[src/sv/crle_pkg.sv]
package crle_pkg;

    localparam int MAX_RECTS  = 32;
    localparam int COORD_BITS = 16;
    localparam int SIZE_W     = COORD_BITS - 1;
    localparam int CW         = COORD_BITS + 2;
    localparam int CNT_W      = $clog2(MAX_RECTS + 1);
    localparam int IDX_W      = $clog2(MAX_RECTS);
    localparam int COLOR_W    = 32;

    typedef enum logic [1:0] {
        OP_ADD   = 2'd0,
        OP_SUB   = 2'd1,
        OP_CLEAR = 2'd2,
        OP_FILL  = 2'd3
    } op_t;

    typedef enum logic [2:0] {
        GM_LEFT,
        GM_TOP,
        GM_RIGHT,
        GM_BOTTOM,
        GM_OVERLAP,
        GM_CLIP
    } geom_mode_t;

    typedef enum logic [3:0] {
        ST_IDLE,
        ST_SCAN,
        ST_CHECK,
        ST_SHIFT_RD,
        ST_SHIFT_WR,
        ST_SPLIT,
        ST_FILL_RD,
        ST_FILL_USE,
        ST_RESP,
        ST_OUT
    } state_t;

    // inclusive corners
    typedef struct packed {
        logic signed [CW-1:0] x0;
        logic signed [CW-1:0] y0;
        logic signed [CW-1:0] x1;
        logic signed [CW-1:0] y1;
    } rect_t;

    typedef struct packed {
        logic  hit;
        logic  piece_ok;
        rect_t piece;
        rect_t rest;
    } geom_res_t;

endpackage

[src/sv/crle_if.sv]
interface crle_req_if;
    logic                                     valid;
    logic                                     ready;
    logic [1:0]                               opcode;
    logic signed [crle_pkg::COORD_BITS-1:0]   rect_x;
    logic signed [crle_pkg::COORD_BITS-1:0]   rect_y;
    logic [crle_pkg::SIZE_W-1:0]              rect_width;
    logic [crle_pkg::SIZE_W-1:0]              rect_height;
    logic [crle_pkg::COLOR_W-1:0]             fill_color;

    modport source (output valid, opcode, rect_x, rect_y, rect_width, rect_height,
                    fill_color, input ready);
    modport sink (input valid, opcode, rect_x, rect_y, rect_width, rect_height,
                  fill_color, output ready);
endinterface

interface crle_rsp_if;
    logic                                     valid;
    logic                                     ready;
    logic                                     status;
    logic [crle_pkg::CNT_W-1:0]               rect_count;
    logic signed [crle_pkg::COORD_BITS-1:0]   out_x;
    logic signed [crle_pkg::COORD_BITS-1:0]   out_y;
    logic [crle_pkg::SIZE_W-1:0]              out_width;
    logic [crle_pkg::SIZE_W-1:0]              out_height;
    logic [crle_pkg::COLOR_W-1:0]             out_color;
    logic                                     out_empty;
    logic                                     last;

    modport source (output valid, status, rect_count, out_x, out_y, out_width,
                    out_height, out_color, out_empty, last, input ready);
    modport sink (input valid, status, rect_count, out_x, out_y, out_width,
                  out_height, out_color, out_empty, last, output ready);
endinterface

[src/sv/crle_geom.sv]
module crle_geom (
    input  crle_pkg::geom_mode_t mode,
    input  crle_pkg::rect_t      a,
    input  crle_pkg::rect_t      c,
    output crle_pkg::geom_res_t  res
);

    crle_pkg::rect_t piece;
    crle_pkg::rect_t rest;
    logic            hit;

    always_comb
    begin
        piece = a;
        rest  = a;
        hit   = 1'b0;
        case (mode)
            crle_pkg::GM_LEFT:
            begin
                hit      = (c.x0 >= a.x0) && (c.x0 <= a.x1);
                piece.x1 = c.x0 - 2'sd1;
                rest.x0  = c.x0;
            end
            crle_pkg::GM_TOP:
            begin
                hit      = (c.y0 >= a.y0) && (c.y0 <= a.y1);
                piece.y1 = c.y0 - 2'sd1;
                rest.y0  = c.y0;
            end
            crle_pkg::GM_RIGHT:
            begin
                hit      = (c.x1 >= a.x0) && (c.x1 <= a.x1);
                piece.x0 = c.x1 + 2'sd1;
                rest.x1  = c.x1;
            end
            crle_pkg::GM_BOTTOM:
            begin
                hit      = (c.y1 >= a.y0) && (c.y1 <= a.y1);
                piece.y0 = c.y1 + 2'sd1;
                rest.y1  = c.y1;
            end
            crle_pkg::GM_OVERLAP:
            begin
                hit = (c.x1 >= c.x0) && (c.y1 >= c.y0) &&
                      (a.x0 <= c.x1) && (c.x0 <= a.x1) &&
                      (a.y0 <= c.y1) && (c.y0 <= a.y1);
            end
            crle_pkg::GM_CLIP:
            begin
                piece.x0 = (c.x0 > a.x0) ? c.x0 : a.x0;
                piece.y0 = (c.y0 > a.y0) ? c.y0 : a.y0;
                piece.x1 = (c.x1 < a.x1) ? c.x1 : a.x1;
                piece.y1 = (c.y1 < a.y1) ? c.y1 : a.y1;
            end
            default:
            begin
                hit = 1'b0;
            end
        endcase
    end

    assign res.hit      = hit;
    assign res.piece    = piece;
    assign res.rest     = rest;
    assign res.piece_ok = (piece.x1 >= piece.x0) && (piece.y1 >= piece.y0);

endmodule

[src/sv/crle_table.sv]
module crle_table (
    input  logic                           clk,
    input  logic                           wr_en,
    input  logic [crle_pkg::IDX_W-1:0]     wr_addr,
    input  crle_pkg::rect_t                wr_data,
    input  logic                           rd_en,
    input  logic [crle_pkg::IDX_W-1:0]     rd_addr,
    output crle_pkg::rect_t                rd_data
);

    crle_pkg::rect_t mem [crle_pkg::MAX_RECTS];

    always_ff @(posedge clk)
    begin
        if (wr_en)
        begin
            mem[wr_addr] <= wr_data;
        end
        if (rd_en)
        begin
            rd_data <= mem[rd_addr];
        end
    end

endmodule

[src/sv/clip_rect_list_engine.sv]
// channel | dir | word
// req     | in  | opcode, rect_x, rect_y, rect_width, rect_height, fill_color
// rsp     | out | status, rect_count, out_x/y, out_width/height, out_color,
//         |     | out_empty, last
// One item at a time; req.ready is low from accept until the last rsp word is taken.
// Fill: each table entry is read, clipped and sent, waiting on rsp. Add/subtract:
// each entry is read and checked for overlap, then result load and output follow;
// each hit moves the later entries down one place and runs four split steps.
// The shared geometry unit and the single table read port set this order of steps.
// rst_n clears the entry count; table contents are never cleared.
module clip_rect_list_engine (
    input  logic clk,
    input  logic rst_n,
    crle_req_if.sink   req,
    crle_rsp_if.source rsp
);

    localparam int CB = crle_pkg::COORD_BITS;
    localparam int CW = crle_pkg::CW;
    localparam int SW = crle_pkg::SIZE_W;
    localparam int NW = crle_pkg::CNT_W;
    localparam int IW = crle_pkg::IDX_W;

    crle_pkg::state_t state_reg, state_next;
    crle_pkg::op_t    op_reg, op_next;
    crle_pkg::rect_t  c_reg, c_next;
    crle_pkg::rect_t  t_reg, t_next;
    logic [crle_pkg::COLOR_W-1:0] color_reg, color_next;
    logic [NW-1:0]    cnt_reg, cnt_next;
    logic [NW-1:0]    idx_reg, idx_next;
    logic [NW-1:0]    k_reg, k_next;
    logic [1:0]       step_reg, step_next;
    logic             drop_reg, drop_next;

    logic             o_status_reg, o_status_next;
    logic signed [CB-1:0] o_x_reg, o_x_next, o_y_reg, o_y_next;
    logic [SW-1:0]    o_w_reg, o_w_next, o_h_reg, o_h_next;
    logic [crle_pkg::COLOR_W-1:0] o_color_reg, o_color_next;
    logic             o_empty_reg, o_empty_next;
    logic             o_last_reg, o_last_next;

    crle_pkg::geom_mode_t gmode;
    crle_pkg::rect_t      ga;
    crle_pkg::geom_res_t  gres;

    logic             wr_en, rd_en;
    logic [IW-1:0]    wr_addr, rd_addr;
    crle_pkg::rect_t  wr_data, rd_data;

    crle_pkg::rect_t  in_rect;
    logic [NW-1:0]    k_inc;
    logic [CW-1:0]    pw, ph;
    logic             room;

    assign k_inc = k_reg + 1'b1;
    assign room  = cnt_reg < NW'(crle_pkg::MAX_RECTS);

    always_comb
    begin
        in_rect.x0 = {{(CW-CB){req.rect_x[CB-1]}}, req.rect_x};
        in_rect.y0 = {{(CW-CB){req.rect_y[CB-1]}}, req.rect_y};
        in_rect.x1 = in_rect.x0 + $signed({{(CW-SW){1'b0}}, req.rect_width}) - 2'sd1;
        in_rect.y1 = in_rect.y0 + $signed({{(CW-SW){1'b0}}, req.rect_height}) - 2'sd1;
    end

    crle_geom u_geom (
        .mode (gmode),
        .a    (ga),
        .c    (c_reg),
        .res  (gres)
    );

    crle_table u_table (
        .clk     (clk),
        .wr_en   (wr_en),
        .wr_addr (wr_addr),
        .wr_data (wr_data),
        .rd_en   (rd_en),
        .rd_addr (rd_addr),
        .rd_data (rd_data)
    );

    // next state
    always_comb
    begin
        state_next = state_reg;
        case (state_reg)
            crle_pkg::ST_IDLE:
            begin
                if (req.valid)
                begin
                    case (crle_pkg::op_t'(req.opcode))
                        crle_pkg::OP_CLEAR: state_next = crle_pkg::ST_RESP;
                        crle_pkg::OP_FILL:  state_next = (cnt_reg == '0) ?
                                                crle_pkg::ST_RESP : crle_pkg::ST_FILL_RD;
                        default:            state_next = crle_pkg::ST_SCAN;
                    endcase
                end
            end
            crle_pkg::ST_SCAN:
                state_next = (idx_reg < cnt_reg) ? crle_pkg::ST_CHECK : crle_pkg::ST_RESP;
            crle_pkg::ST_CHECK:
                state_next = gres.hit ? crle_pkg::ST_SHIFT_RD : crle_pkg::ST_SCAN;
            crle_pkg::ST_SHIFT_RD:
                state_next = (k_inc < cnt_reg) ? crle_pkg::ST_SHIFT_WR : crle_pkg::ST_SPLIT;
            crle_pkg::ST_SHIFT_WR:
                state_next = crle_pkg::ST_SHIFT_RD;
            crle_pkg::ST_SPLIT:
                state_next = (step_reg == 2'd3) ? crle_pkg::ST_SCAN : crle_pkg::ST_SPLIT;
            crle_pkg::ST_FILL_RD:
                state_next = crle_pkg::ST_FILL_USE;
            crle_pkg::ST_FILL_USE:
                state_next = crle_pkg::ST_OUT;
            crle_pkg::ST_RESP:
                state_next = crle_pkg::ST_OUT;
            crle_pkg::ST_OUT:
            begin
                if (rsp.ready)
                begin
                    state_next = o_last_reg ? crle_pkg::ST_IDLE : crle_pkg::ST_FILL_RD;
                end
            end
            default:
                state_next = crle_pkg::ST_IDLE;
        endcase
    end

    // datapath and table control
    always_comb
    begin
        op_next       = op_reg;
        c_next        = c_reg;
        t_next        = t_reg;
        color_next    = color_reg;
        cnt_next      = cnt_reg;
        idx_next      = idx_reg;
        k_next        = k_reg;
        step_next     = step_reg;
        drop_next     = drop_reg;
        o_status_next = o_status_reg;
        o_x_next      = o_x_reg;
        o_y_next      = o_y_reg;
        o_w_next      = o_w_reg;
        o_h_next      = o_h_reg;
        o_color_next  = o_color_reg;
        o_empty_next  = o_empty_reg;
        o_last_next   = o_last_reg;
        gmode         = crle_pkg::GM_CLIP;
        ga            = rd_data;
        wr_en         = 1'b0;
        wr_addr       = cnt_reg[IW-1:0];
        wr_data       = c_reg;
        rd_en         = 1'b0;
        rd_addr       = idx_reg[IW-1:0];
        pw            = '0;
        ph            = '0;
        case (state_reg)
            crle_pkg::ST_IDLE:
            begin
                if (req.valid)
                begin
                    op_next    = crle_pkg::op_t'(req.opcode);
                    c_next     = in_rect;
                    color_next = req.fill_color;
                    idx_next   = '0;
                    drop_next  = 1'b0;
                    if (crle_pkg::op_t'(req.opcode) == crle_pkg::OP_CLEAR)
                    begin
                        cnt_next = '0;
                    end
                end
            end
            crle_pkg::ST_SCAN:
            begin
                if (idx_reg < cnt_reg)
                begin
                    rd_en = 1'b1;
                end
                else if (op_reg == crle_pkg::OP_ADD &&
                         c_reg.x1 >= c_reg.x0 && c_reg.y1 >= c_reg.y0)
                begin
                    if (room)
                    begin
                        wr_en    = 1'b1;
                        cnt_next = cnt_reg + 1'b1;
                    end
                    else
                    begin
                        drop_next = 1'b1;
                    end
                end
            end
            crle_pkg::ST_CHECK:
            begin
                gmode = crle_pkg::GM_OVERLAP;
                if (gres.hit)
                begin
                    t_next = rd_data;
                    k_next = idx_reg;
                end
                else
                begin
                    idx_next = idx_reg + 1'b1;
                end
            end
            crle_pkg::ST_SHIFT_RD:
            begin
                rd_addr = k_inc[IW-1:0];
                if (k_inc < cnt_reg)
                begin
                    rd_en = 1'b1;
                end
                else
                begin
                    cnt_next  = cnt_reg - 1'b1;
                    step_next = 2'd0;
                end
            end
            crle_pkg::ST_SHIFT_WR:
            begin
                wr_en   = 1'b1;
                wr_addr = k_reg[IW-1:0];
                wr_data = rd_data;
                k_next  = k_inc;
            end
            crle_pkg::ST_SPLIT:
            begin
                ga      = t_reg;
                wr_data = gres.piece;
                case (step_reg)
                    2'd0:    gmode = crle_pkg::GM_LEFT;
                    2'd1:    gmode = crle_pkg::GM_TOP;
                    2'd2:    gmode = crle_pkg::GM_RIGHT;
                    default: gmode = crle_pkg::GM_BOTTOM;
                endcase
                if (gres.hit)
                begin
                    t_next = gres.rest;
                    if (gres.piece_ok)
                    begin
                        if (room)
                        begin
                            wr_en    = 1'b1;
                            cnt_next = cnt_reg + 1'b1;
                        end
                        else
                        begin
                            drop_next = 1'b1;
                        end
                    end
                end
                step_next = step_reg + 2'd1;
            end
            crle_pkg::ST_FILL_RD:
            begin
                rd_en = 1'b1;
            end
            crle_pkg::ST_FILL_USE:
            begin
                gmode         = crle_pkg::GM_CLIP;
                pw            = gres.piece.x1 - gres.piece.x0 + 2'sd1;
                ph            = gres.piece.y1 - gres.piece.y0 + 2'sd1;
                o_status_next = 1'b0;
                o_color_next  = color_reg;
                o_empty_next  = !gres.piece_ok;
                o_last_next   = (NW'(idx_reg + 1'b1) == cnt_reg);
                o_x_next      = gres.piece_ok ? gres.piece.x0[CB-1:0] : '0;
                o_y_next      = gres.piece_ok ? gres.piece.y0[CB-1:0] : '0;
                o_w_next      = gres.piece_ok ? pw[SW-1:0] : '0;
                o_h_next      = gres.piece_ok ? ph[SW-1:0] : '0;
            end
            crle_pkg::ST_RESP:
            begin
                pw            = c_reg.x1 - c_reg.x0 + 2'sd1;
                ph            = c_reg.y1 - c_reg.y0 + 2'sd1;
                o_status_next = drop_reg;
                o_last_next   = 1'b1;
                if (op_reg == crle_pkg::OP_FILL)
                begin
                    o_x_next     = c_reg.x0[CB-1:0];
                    o_y_next     = c_reg.y0[CB-1:0];
                    o_w_next     = pw[SW-1:0];
                    o_h_next     = ph[SW-1:0];
                    o_color_next = color_reg;
                    o_empty_next = !(c_reg.x1 >= c_reg.x0 && c_reg.y1 >= c_reg.y0);
                end
                else
                begin
                    o_x_next     = '0;
                    o_y_next     = '0;
                    o_w_next     = '0;
                    o_h_next     = '0;
                    o_color_next = '0;
                    o_empty_next = 1'b0;
                end
            end
            crle_pkg::ST_OUT:
            begin
                if (rsp.ready && !o_last_reg)
                begin
                    idx_next = idx_reg + 1'b1;
                end
            end
            default:
            begin
                idx_next = idx_reg;
            end
        endcase
    end

    always_ff @(posedge clk or negedge rst_n)
    begin
        if (!rst_n)
        begin
            state_reg <= crle_pkg::ST_IDLE;
            cnt_reg   <= '0;
        end
        else
        begin
            state_reg <= state_next;
            cnt_reg   <= cnt_next;
        end
    end

    always_ff @(posedge clk)
    begin
        op_reg       <= op_next;
        c_reg        <= c_next;
        t_reg        <= t_next;
        color_reg    <= color_next;
        idx_reg      <= idx_next;
        k_reg        <= k_next;
        step_reg     <= step_next;
        drop_reg     <= drop_next;
        o_status_reg <= o_status_next;
        o_x_reg      <= o_x_next;
        o_y_reg      <= o_y_next;
        o_w_reg      <= o_w_next;
        o_h_reg      <= o_h_next;
        o_color_reg  <= o_color_next;
        o_empty_reg  <= o_empty_next;
        o_last_reg   <= o_last_next;
    end

    assign req.ready      = (state_reg == crle_pkg::ST_IDLE);
    assign rsp.valid      = (state_reg == crle_pkg::ST_OUT);
    assign rsp.status     = o_status_reg;
    assign rsp.rect_count = cnt_reg;
    assign rsp.out_x      = o_x_reg;
    assign rsp.out_y      = o_y_reg;
    assign rsp.out_width  = o_w_reg;
    assign rsp.out_height = o_h_reg;
    assign rsp.out_color  = o_color_reg;
    assign rsp.out_empty  = o_empty_reg;
    assign rsp.last       = o_last_reg;

    a_cnt_bound: assert property (@(posedge clk) disable iff (!rst_n)
        cnt_reg <= NW'(crle_pkg::MAX_RECTS))
        else $error("entry count above table size");

    a_append_room: assert property (@(posedge clk) disable iff (!rst_n)
        (wr_en && state_reg != crle_pkg::ST_SHIFT_WR) |-> room)
        else $error("append into full table");

    a_busy_after_accept: assert property (@(posedge clk) disable iff (!rst_n)
        (req.valid && req.ready) |=> !req.ready)
        else $error("ready high right after accept");

    a_shift_in_table: assert property (@(posedge clk) disable iff (!rst_n)
        (state_reg == crle_pkg::ST_SHIFT_WR) |-> (k_inc < cnt_reg))
        else $error("shift beyond table fill");

endmodule
[src/flat_wrapper.sv]
// flat-port wrapper written by rule: the top's interface ports become plain ports
module clip_rect_list_engine_flat 
  (clk, rst_n, req_valid, req_opcode, req_rect_x, req_rect_y, req_rect_width, req_rect_height, req_fill_color, req_ready, rsp_valid, rsp_status, rsp_rect_count, rsp_out_x, rsp_out_y, rsp_out_width, rsp_out_height, rsp_out_color, rsp_out_empty, rsp_last, rsp_ready);
  crle_req_if req_i ();
  crle_rsp_if rsp_i ();
  input  logic clk;
  input  logic rst_n;
  input wire logic [$bits(req_i.valid)-1:0] req_valid;
  input wire logic [$bits(req_i.opcode)-1:0] req_opcode;
  input wire logic [$bits(req_i.rect_x)-1:0] req_rect_x;
  input wire logic [$bits(req_i.rect_y)-1:0] req_rect_y;
  input wire logic [$bits(req_i.rect_width)-1:0] req_rect_width;
  input wire logic [$bits(req_i.rect_height)-1:0] req_rect_height;
  input wire logic [$bits(req_i.fill_color)-1:0] req_fill_color;
  output wire logic [$bits(req_i.ready)-1:0] req_ready;
  output wire logic [$bits(rsp_i.valid)-1:0] rsp_valid;
  output wire logic [$bits(rsp_i.status)-1:0] rsp_status;
  output wire logic [$bits(rsp_i.rect_count)-1:0] rsp_rect_count;
  output wire logic [$bits(rsp_i.out_x)-1:0] rsp_out_x;
  output wire logic [$bits(rsp_i.out_y)-1:0] rsp_out_y;
  output wire logic [$bits(rsp_i.out_width)-1:0] rsp_out_width;
  output wire logic [$bits(rsp_i.out_height)-1:0] rsp_out_height;
  output wire logic [$bits(rsp_i.out_color)-1:0] rsp_out_color;
  output wire logic [$bits(rsp_i.out_empty)-1:0] rsp_out_empty;
  output wire logic [$bits(rsp_i.last)-1:0] rsp_last;
  input wire logic [$bits(rsp_i.ready)-1:0] rsp_ready;
  assign req_i.valid = req_valid;
  assign req_i.opcode = req_opcode;
  assign req_i.rect_x = req_rect_x;
  assign req_i.rect_y = req_rect_y;
  assign req_i.rect_width = req_rect_width;
  assign req_i.rect_height = req_rect_height;
  assign req_i.fill_color = req_fill_color;
  assign req_ready = req_i.ready;
  assign rsp_valid = rsp_i.valid;
  assign rsp_status = rsp_i.status;
  assign rsp_rect_count = rsp_i.rect_count;
  assign rsp_out_x = rsp_i.out_x;
  assign rsp_out_y = rsp_i.out_y;
  assign rsp_out_width = rsp_i.out_width;
  assign rsp_out_height = rsp_i.out_height;
  assign rsp_out_color = rsp_i.out_color;
  assign rsp_out_empty = rsp_i.out_empty;
  assign rsp_last = rsp_i.last;
  assign rsp_i.ready = rsp_ready;
  clip_rect_list_engine u_core (.clk(clk), .rst_n(rst_n), .req(req_i), .rsp(rsp_i));
endmodule
[config.mk]
export PLATFORM = sky130hd
export DESIGN_NAME = clip_rect_list_engine_flat
export DESIGN_NICKNAME = d
export VERILOG_FILES = /design/src/sv/crle_pkg.sv /design/src/sv/crle_if.sv /design/src/sv/crle_geom.sv /design/src/sv/crle_table.sv /design/src/sv/clip_rect_list_engine.sv /design/src/flat_wrapper.sv
export SDC_FILE = /design/constraint.sdc
export NUM_CORES = 2
export LEC_CHECK = 0
export ABC_AREA = 1
export BUFFER_PORTS_ARGS = -buffer_cell sky130_fd_sc_hd__buf_2
export CAP_MARGIN = 20
export CORE_ASPECT_RATIO = 0.5
export CORE_MARGIN = 10
export CORE_UTILIZATION = 50
export DETAILED_ROUTE_END_ITERATION = 12
export PLACE_DENSITY = 0.69
export SYNTH_ARGS = -nofsm -noshare
export SYNTH_HDL_FRONTEND = slang
export SYNTH_SLANG_ARGS = --single-unit
[constraint.sdc]
create_clock -name clk -period 8.9 [get_ports clk]
set_input_delay 0.89 -clock clk [delete_from_list [all_inputs] [get_ports clk]]
set_output_delay 0.89 -clock clk [all_outputs]
set_load 0.005 [all_outputs]
# [After elaboration in Yosys (flattened, before gate mapping)]
# Memories as Yosys holds them, arrays and structs flattened. A register that Yosys moved wholly into a read port is not among the register bits.
# Index checks and enable logic that the tools add are counted.
[op_classes] eq_ne=32 n_bitwise=0 n_mux=85 n_addsub=21 n_lt_le_gt_ge=21 div=0 multipliers=0 reduce_logical=37 shift=0
[op_table] cell="72-bit one-hot mux with 2 select lines" count=2
[op_table] cell="72-bit 2-to-1 mux" count=3
[op_table] cell="18-bit 2-to-1 mux" count=8
[op_table] cell="18-bit one-hot mux with 2 select lines" count=4
[op_table] cell="18-bit >= comparator" count=4
[op_table] cell="18-bit less-or-equal comparator" count=4
[op_table] cell="6-bit 2-to-1 mux" count=12
[op_table] cell="16-bit 2-to-1 mux" count=4
[op_table] cell="16-bit one-hot mux with 2 select lines" count=2
[op_table] cell="32-bit one-hot mux with 2 select lines" count=1
[op_table] cell="15-bit by 2-bit adder with 15-bit output, second input constant" count=4
[op_table] cell="15-bit 2-to-1 mux" count=4
[op_table] cell="15-bit one-hot mux with 2 select lines" count=2
[op_table] cell="15-bit subtractor" count=4
[op_table] cell="18-bit by 2-bit adder with 18-bit output, second input constant" count=2
[op_table] cell="16-bit by 18-bit >= comparator with 1-bit output" count=2
[op_table] cell="18-bit by 16-bit >= comparator with 1-bit output" count=2
[op_table] cell="16-bit by 18-bit greater-than comparator with 1-bit output" count=2
[op_table] cell="16-bit by 18-bit less-or-equal comparator with 1-bit output" count=2
[op_table] cell="18-bit less-than comparator" count=2
[op_table] cell="4-bit one-hot mux with 9 select lines" count=1
[op_table] cell="18-bit by 2-bit subtractor with 18-bit output, second input constant" count=2
[op_table] cell="16-bit by 16-bit adder with 17-bit output" count=2
[op_table] cell="16-bit by 2-bit subtractor with 17-bit output, second input constant" count=2
[op_table] cell="48 further kinds" count=119
[word_totals] register_bits=296 word_cells=221 mem_bits_ro=0 in_bits=100 mem_bits_rw=2304 latchBits=0 output_inout_bits=105 mem_count=1
[memory_table] name="u_core.u_table.mem" depth=32 width=72 rd=1 rd_clocked_by_memory_dff=1 write_ports=1 line="crle_table.sv:11" source="crle_pkg::rect_t mem [crle_pkg::MAX_RECTS];"

# [Logic depth before layout (Yosys ltp)]
[depth] ltp_word=12 ltp_mapped=46

# [Hierarchy]
# A second synthesis with hierarchy kept.
[unflattened] hier_cells=11815 area_unflattened_um2=124308.0
[by_module_without_submodules] module="crle_table" n_inst=1 cells_per_inst=7592 area_per_inst_um2=93992.6
[by_module_without_submodules] module="clip_rect_list_engine" n_inst=1 cells_per_inst=2370 area_per_inst_um2=20056.7
[by_module_without_submodules] module="crle_geom" n_inst=1 cells_per_inst=1853 area_per_inst_um2=10258.6

# [Least setup slack after synthesis]
# No wires, ideal clock.
[synth_path] kind="reg-to-reg" from="register u_core.state_reg[1]" to="memory u_core.u_table.mem[0][0] in the netlist's numbering, enable pin" path_stages_with_launch=36 arrival_ns=8.393 period_less_slack_ns=8.895 setup_ns=0.502 slack_ns=0.005 n_path_buf=6 path_cell_list="dfrtp_1 -> buf_4 -> nor2_8 -> nand2_2 -> buf_4 -> buf_2 -> buf_2 -> clkbuf_1 -> o21ai_0 -> inv_1 -> ha_1 -> nand2_1 -> inv_1 -> nand3_1 -> nor2_1 -> o2111ai_1 -> nand3_1 -> nand2_1 -> nand2_1 -> buf_2 -> nand2_1 -> o211ai_1 -> o221ai_1 -> ha_1 -> fa_1 -> a31o_2 -> o21ai_0 -> nand3b_1 -> or2_2 -> nand3_1 -> nand2_1 -> nor3_1 -> o21ai_2 -> nand3_4 -> nand2_4 -> nor2_1"
[synth_via] elab_chain_len=12
[synth_rtl] element="from (decl)" line="clip_rect_list_engine.sv:24" source="crle_pkg::state_t state_reg, state_next;"
[synth_rtl] element="from (signal assigned)" line="clip_rect_list_engine.sv:315" source="state_reg <= crle_pkg::ST_IDLE;"
[synth_rtl] element="from (signal assigned)" line="clip_rect_list_engine.sv:320" source="state_reg <= state_next;"
[synth_rtl] element="4-bit by 3-bit equality test with 1-bit output" line="clip_rect_list_engine.sv:157" source="case (state_reg)"
[synth_rtl] element="72-bit 2-to-1 mux" line="clip_rect_list_engine.sv:157"
[synth_rtl] element="18-bit less-than comparator (tied with other cells)" line="crle_geom.sv:52" source="piece.x1 = (c.x1 < a.x1) ? c.x1 : a.x1;"
[synth_rtl] element="18-bit 2-to-1 mux (tied with other cells)" line="crle_geom.sv:52"
[synth_rtl] element="18-bit one-hot mux with 2 select lines or 1-bit logical AND (tied branches)" line="crle_geom.sv:17, crle_geom.sv:45"
[synth_rtl] element="18-bit >= comparator or 1-bit logical AND (tied branches)" line="crle_geom.sv:65, crle_geom.sv:45"
[synth_rtl] element="1-bit logical AND (on tied branches)" line="crle_geom.sv:65, crle_geom.sv:46"
[synth_rtl] element="1-bit 2-to-1 mux or 1-bit one-hot mux with 5 select lines (tied branches)" line="clip_rect_list_engine.sv:239, crle_geom.sv:17"
[synth_rtl] element="1-bit 2-to-1 mux" line="clip_rect_list_engine.sv:236" source="if (gres.hit)"
[synth_rtl] element="1-bit one-hot mux with 3 select lines" line="clip_rect_list_engine.sv:157"
[synth_rtl] element="1-bit 2-to-1 mux" line="crle_table.sv:15" source="if (wr_en)"
[synth_rtl] element="1-bit 2-to-1 mux (implied by the code)" line="crle_table.sv:17" source="mem[wr_addr] <= wr_data;"
[synth_rtl] element="to (decl)" line="crle_table.sv:11"
# Several ways; a longest one is shown, not always the timed one.

# [Worst setup path after layout]
[layout_path] from="register u_core.state_reg[3]" to="memory u_core.u_table.mem[2][69] in the netlist's numbering, enable pin"
# The elaborated chain is that of the path after synthesis.

==> insert_results.sql <==
INSERT INTO impl_metrics (metric_group, metric, value, unit) VALUES
('run_status', 'run_status', 'finished, final reports clean', ''),
('global_routing', 'first_global_vias', '81100', ''),
('pwr', 'power.density', '406', 'mW/mm^2'),
('die', 'area_of_the_core_region', '0.236', 'mm^2'),
('setup_path', 'worst_ep_arrival_time', '9.06', 'ns'),
('logic_synthesis', 'synthesis.area_per_instance', '11.6', 'um^2'),
('global_routing', 'overflow', '0', ''),
('pwr', 'ir_worst_vdd', '779', 'uV'),
('setup_path', 'cell_depth_of_the_worst_flop_to_flop_path', '36', ''),
('sta', 'final.min_clock_period', '8.52', 'ns'),
('layout', 'drive_above_1_share', '0.0921', ''),
('setup_path', 'required', '9.43', 'ns'),
('detailed_routing', 'detailroute.via_count', '87500', ''),
('die', 'die-area', '0.259', 'mm^2'),
('logic_synthesis', 'yosys_warnings', '0', ''),
('sta', 'final_max_slew_viol_count', '0', ''),
('logic_synthesis', 'synth-main-ff-cell', 'edfxtp_1', ''),
('layout', 'fillerInstances', '19300', ''),
('logic_synthesis', 'ys_seq_area_frac', '0.674', ''),
('logic_synthesis', 'syn_inst', '10300', ''),
('setup_path', 'critical_path.reg2reg.startpoint', 'u_core.state_reg[3]$_DFFE_PN0P_', ''),
('detailed_routing', 'routed_wire_length_per_instance', '28.7', 'um'),
('sta', 'timing.setup.tns', '0', 'ns'),
('clock_network', 'ctsLongestPathBuffers', '4', ''),
('logic_synthesis', 'syn-cell-area', '0.119', 'mm^2'),
('pwr', 'power_switching_share', '0.463', ''),
('setup_path', 'setup_cp_type', 'reg -> reg', ''),
('global_routing', 'pin_count_of_the_biggest_net_entering_global_routing', '200', ''),
('pwr', 'combinationalPowerShare', '0.498', ''),
('global_routing', 'grt_use_total', '0.292', ''),
('layout', 'area_growth_syn_to_layout', '11.6', '%'),
('job', 'timing.max_cap.violations', '0', ''),
('pwr', 'power.static_leakage', '46.4', 'nW'),
('clock_network', 'clkSinkCount', '2672', ''),
('layout', 'final_nets', '10900', ''),
('pwr', 'cell_internal_power', '0.0290', 'W'),
('sta', 'min_period_over_period', '0.958', ''),
('setup_path', 'critical_path_s_largest_stage_delay', '0.88', 'ns'),
('clock_network', 'cts.root.buffer_cell', 'clkbuf_16', ''),
('clock_network', 'clk_pin_slew', '0.08', 'ns'),
('detailed_routing', 'first_iter_violations', '15500', ''),
('setup_path', 'cp-start-kind', 'flop', ''),
('layout', 'mostFrequentLayoutCell', 'edfxtp_1', ''),
('setup_path', 'critical_path.slowest_cell', 'nor2_4', ''),
('logic_synthesis', 'synth_cell_type_count', '63', ''),
('detailed_routing', 'wirelength', '394000', 'um'),
('placement', 'gpl.final_weighted_congestion', '1.02', ''),
('pwr', 'p_seq_frac', '0.313', ''),
('die', 'die_width', '710', 'um'),
('min_path', 'timing.hold.worst.class', 'in -> reg', ''),
('pwr', 'power.total', '0.0539', 'W'),
('pwr', 'net-switching-power', '0.0250', 'W'),
('die', 'start_util', '0.503', ''),
('detailed_routing', 'viasPerCell', '6.37', ''),
('layout', 'flip_flop_count_of_the_largest_register_all_copies_and_words_added', '2304', ''),
('logic_synthesis', 'ys_ff_latch', '2672', ''),
('logic_synthesis', 'synth_area_leader_cell', 'edfxtp_1', ''),
('setup_path', 'cpMostUsedCell', 'nand2_1', ''),
('detailed_routing', 'post-route-drc-count', '0', ''),
('clock_network', 'cts-buffers-inserted', '231', ''),
('min_path', 'worst_hold_startpoint', 'req_fill_color[25]', ''),
('pwr', 'clock_power_share', '0.189', ''),
('logic_synthesis', 'ys_async_sr_fraction', '0.00374', ''),
('setup_path', 'regToRegEndpoint', 'u_core.u_table.mem[2][69]$_DFFE_PP_', ''),
('logic_synthesis', 'synth_top_cells_by_area', 'edfxtp_1, o21ai_0, nor2_1', ''),
('min_path', 'hold_path_end', 'u_core.color_reg[25]$_DFFE_PP_', ''),
('setup_path', 'critPathCaptureType', 'flop', ''),
('placement', 'placement.io_buffers', '204', ''),
('sta', 'clock_skew', '0.118', 'ns'),
('logic_synthesis', 'synth.top_cell.area_share', '0.672', ''),
('die', 'row_count', '126', '');
## critical path, delay by kind of cell, from the launching register on
family                   cells  cell delay [ns]
buffers and inverters        6             1.05
adder cells (fa/ha/maj)      3             0.93
AO/OA/AOI/OAI                6             1.28
AND/OR/NAND/NOR             21             4.35
flip-flops                   1             0.42
## Yosys cell counts, types with 8 or more instances
master and instances:
clkbuf_1 496, inv_2 10, o21bai_1 34, o21ai_1 116, a21o_1 12, inv_1 557, o221ai_1 107, or2_2 15
o211ai_1 91, nand3b_1 8, buf_2 58, o21a_1 8, xnor2_1 18, nand3_1 196, nand4_1 50, nor2_1 1700
fa_1 31, nor3_1 35, nand2_1 1051, o21ai_0 1581, dfrtp_1 10, a31oi_1 43, buf_4 10, nand2_4 8
o22ai_1 636, xor2_1 79, nor4_1 19, a22oi_1 22, a21oi_1 184, buf_1 25, edfxtp_1 2662, ha_1 330
## timing repair
action / CTS / global route
resized for setup: 0 / 5
endpoints found under the hold margin: 10 / 0
endpoints found under the setup margin: 0 / 705
hold buffers: 1 / 0
buffers inserted: 0 / 17
## final cells by class
type	count	area [um^2]	share of cell area
Clock buffer	276	5990	0.0451
Timing Repair Buffer	470	3770	0.0284
Multi-Input combinational cell	6460	35300	0.266
Antenna cell	5	12.5	0.0000943
Tap cell	3136	3920	0.0296
Clock inverter	135	1410	0.0106
Sequential cell	2672	80200	0.604
Inverter	568	2170	0.0163
## power groups by stage
stage,clock network (W),registers (W),logic (W)
2_1_floorplan,0,0.0170,0.0150
3_3_place_gp,0,0.0171,0.0255
3_5_place_dp,0,0.0171,0.0256
4_1_cts,0.0103,0.0168,0.0257
5_1_grt,0.0107,0.0169,0.0286
6_report,0.0102,0.0169,0.0268
## routing by layer
metal	GRT usage	wire length, um	share of wire
met1	0.430	156000	0.40
met2	0.412	164000	0.42
met3	0.0965	61400	0.16
met4	0.0839	12400	0.031
met5	0	74	0.00019
## through the flow
step | utilization | setup WS (ns) | instances | cell area [um^2] | hold WS (ns)
2_1_floorplan | - | 0.00511 | 10300 | 119000 | 0.519
3_3_place_gp | 0.528 | 0.419 | 13300 | 125000 | 0.520
3_5_place_dp | 0.529 | 0.475 | 13300 | 125000 | 0.531
4_1_cts | 0.560 | 0.495 | 13700 | 132000 | 0.189
5_1_grt | 0.562 | 0.0145 | 13700 | 133000 | 0.210
6_report | 0.562 | 0.376 | 13700 | 133000 | 0.228
## logic make-up after synthesis
family,count (synthesis),share of synthesized area
xor gates and xnor gates,97,0.00714
adders and majority gates,361,0.0399
DFF,2672,0.674
and+or+nand+nor,3112,0.104
buffers and inverters,1159,0.0376
AOI/OAI and AO/OA,2882,0.137
## worst max-delay path by stage
| stage | start | slack (ns) | end |
|---|---|---|---|
| 4_1_cts | u_core.state_reg[3]$_DFFE_PN0P_ | 0.50 | u_core.u_table.mem[23][45]$_DFFE_PP_ |
| 3_3_place_gp | u_core.state_reg[1]$_DFFE_PN0P_ | 0.42 | u_core.u_table.mem[20][18]$_DFFE_PP_ |
| 6_report | u_core.state_reg[3]$_DFFE_PN0P_ | 0.38 | u_core.u_table.mem[2][69]$_DFFE_PP_ |
| 5_1_grt | u_core.state_reg[2]$_DFFE_PN0P_ | 0.01 | u_core.u_table.mem[2][69]$_DFFE_PP_ |
| 2_1_floorplan | u_core.state_reg[1]$_DFFE_PN0P_ | 0.005 | u_core.u_table.mem[0][0]$_DFFE_PP_ |
| 3_5_place_dp | u_core.state_reg[3]$_DFFE_PN0P_ | 0.47 | u_core.u_table.mem[23][56]$_DFFE_PP_ |
Note: power is estimated with default switching activity, not from simulation.
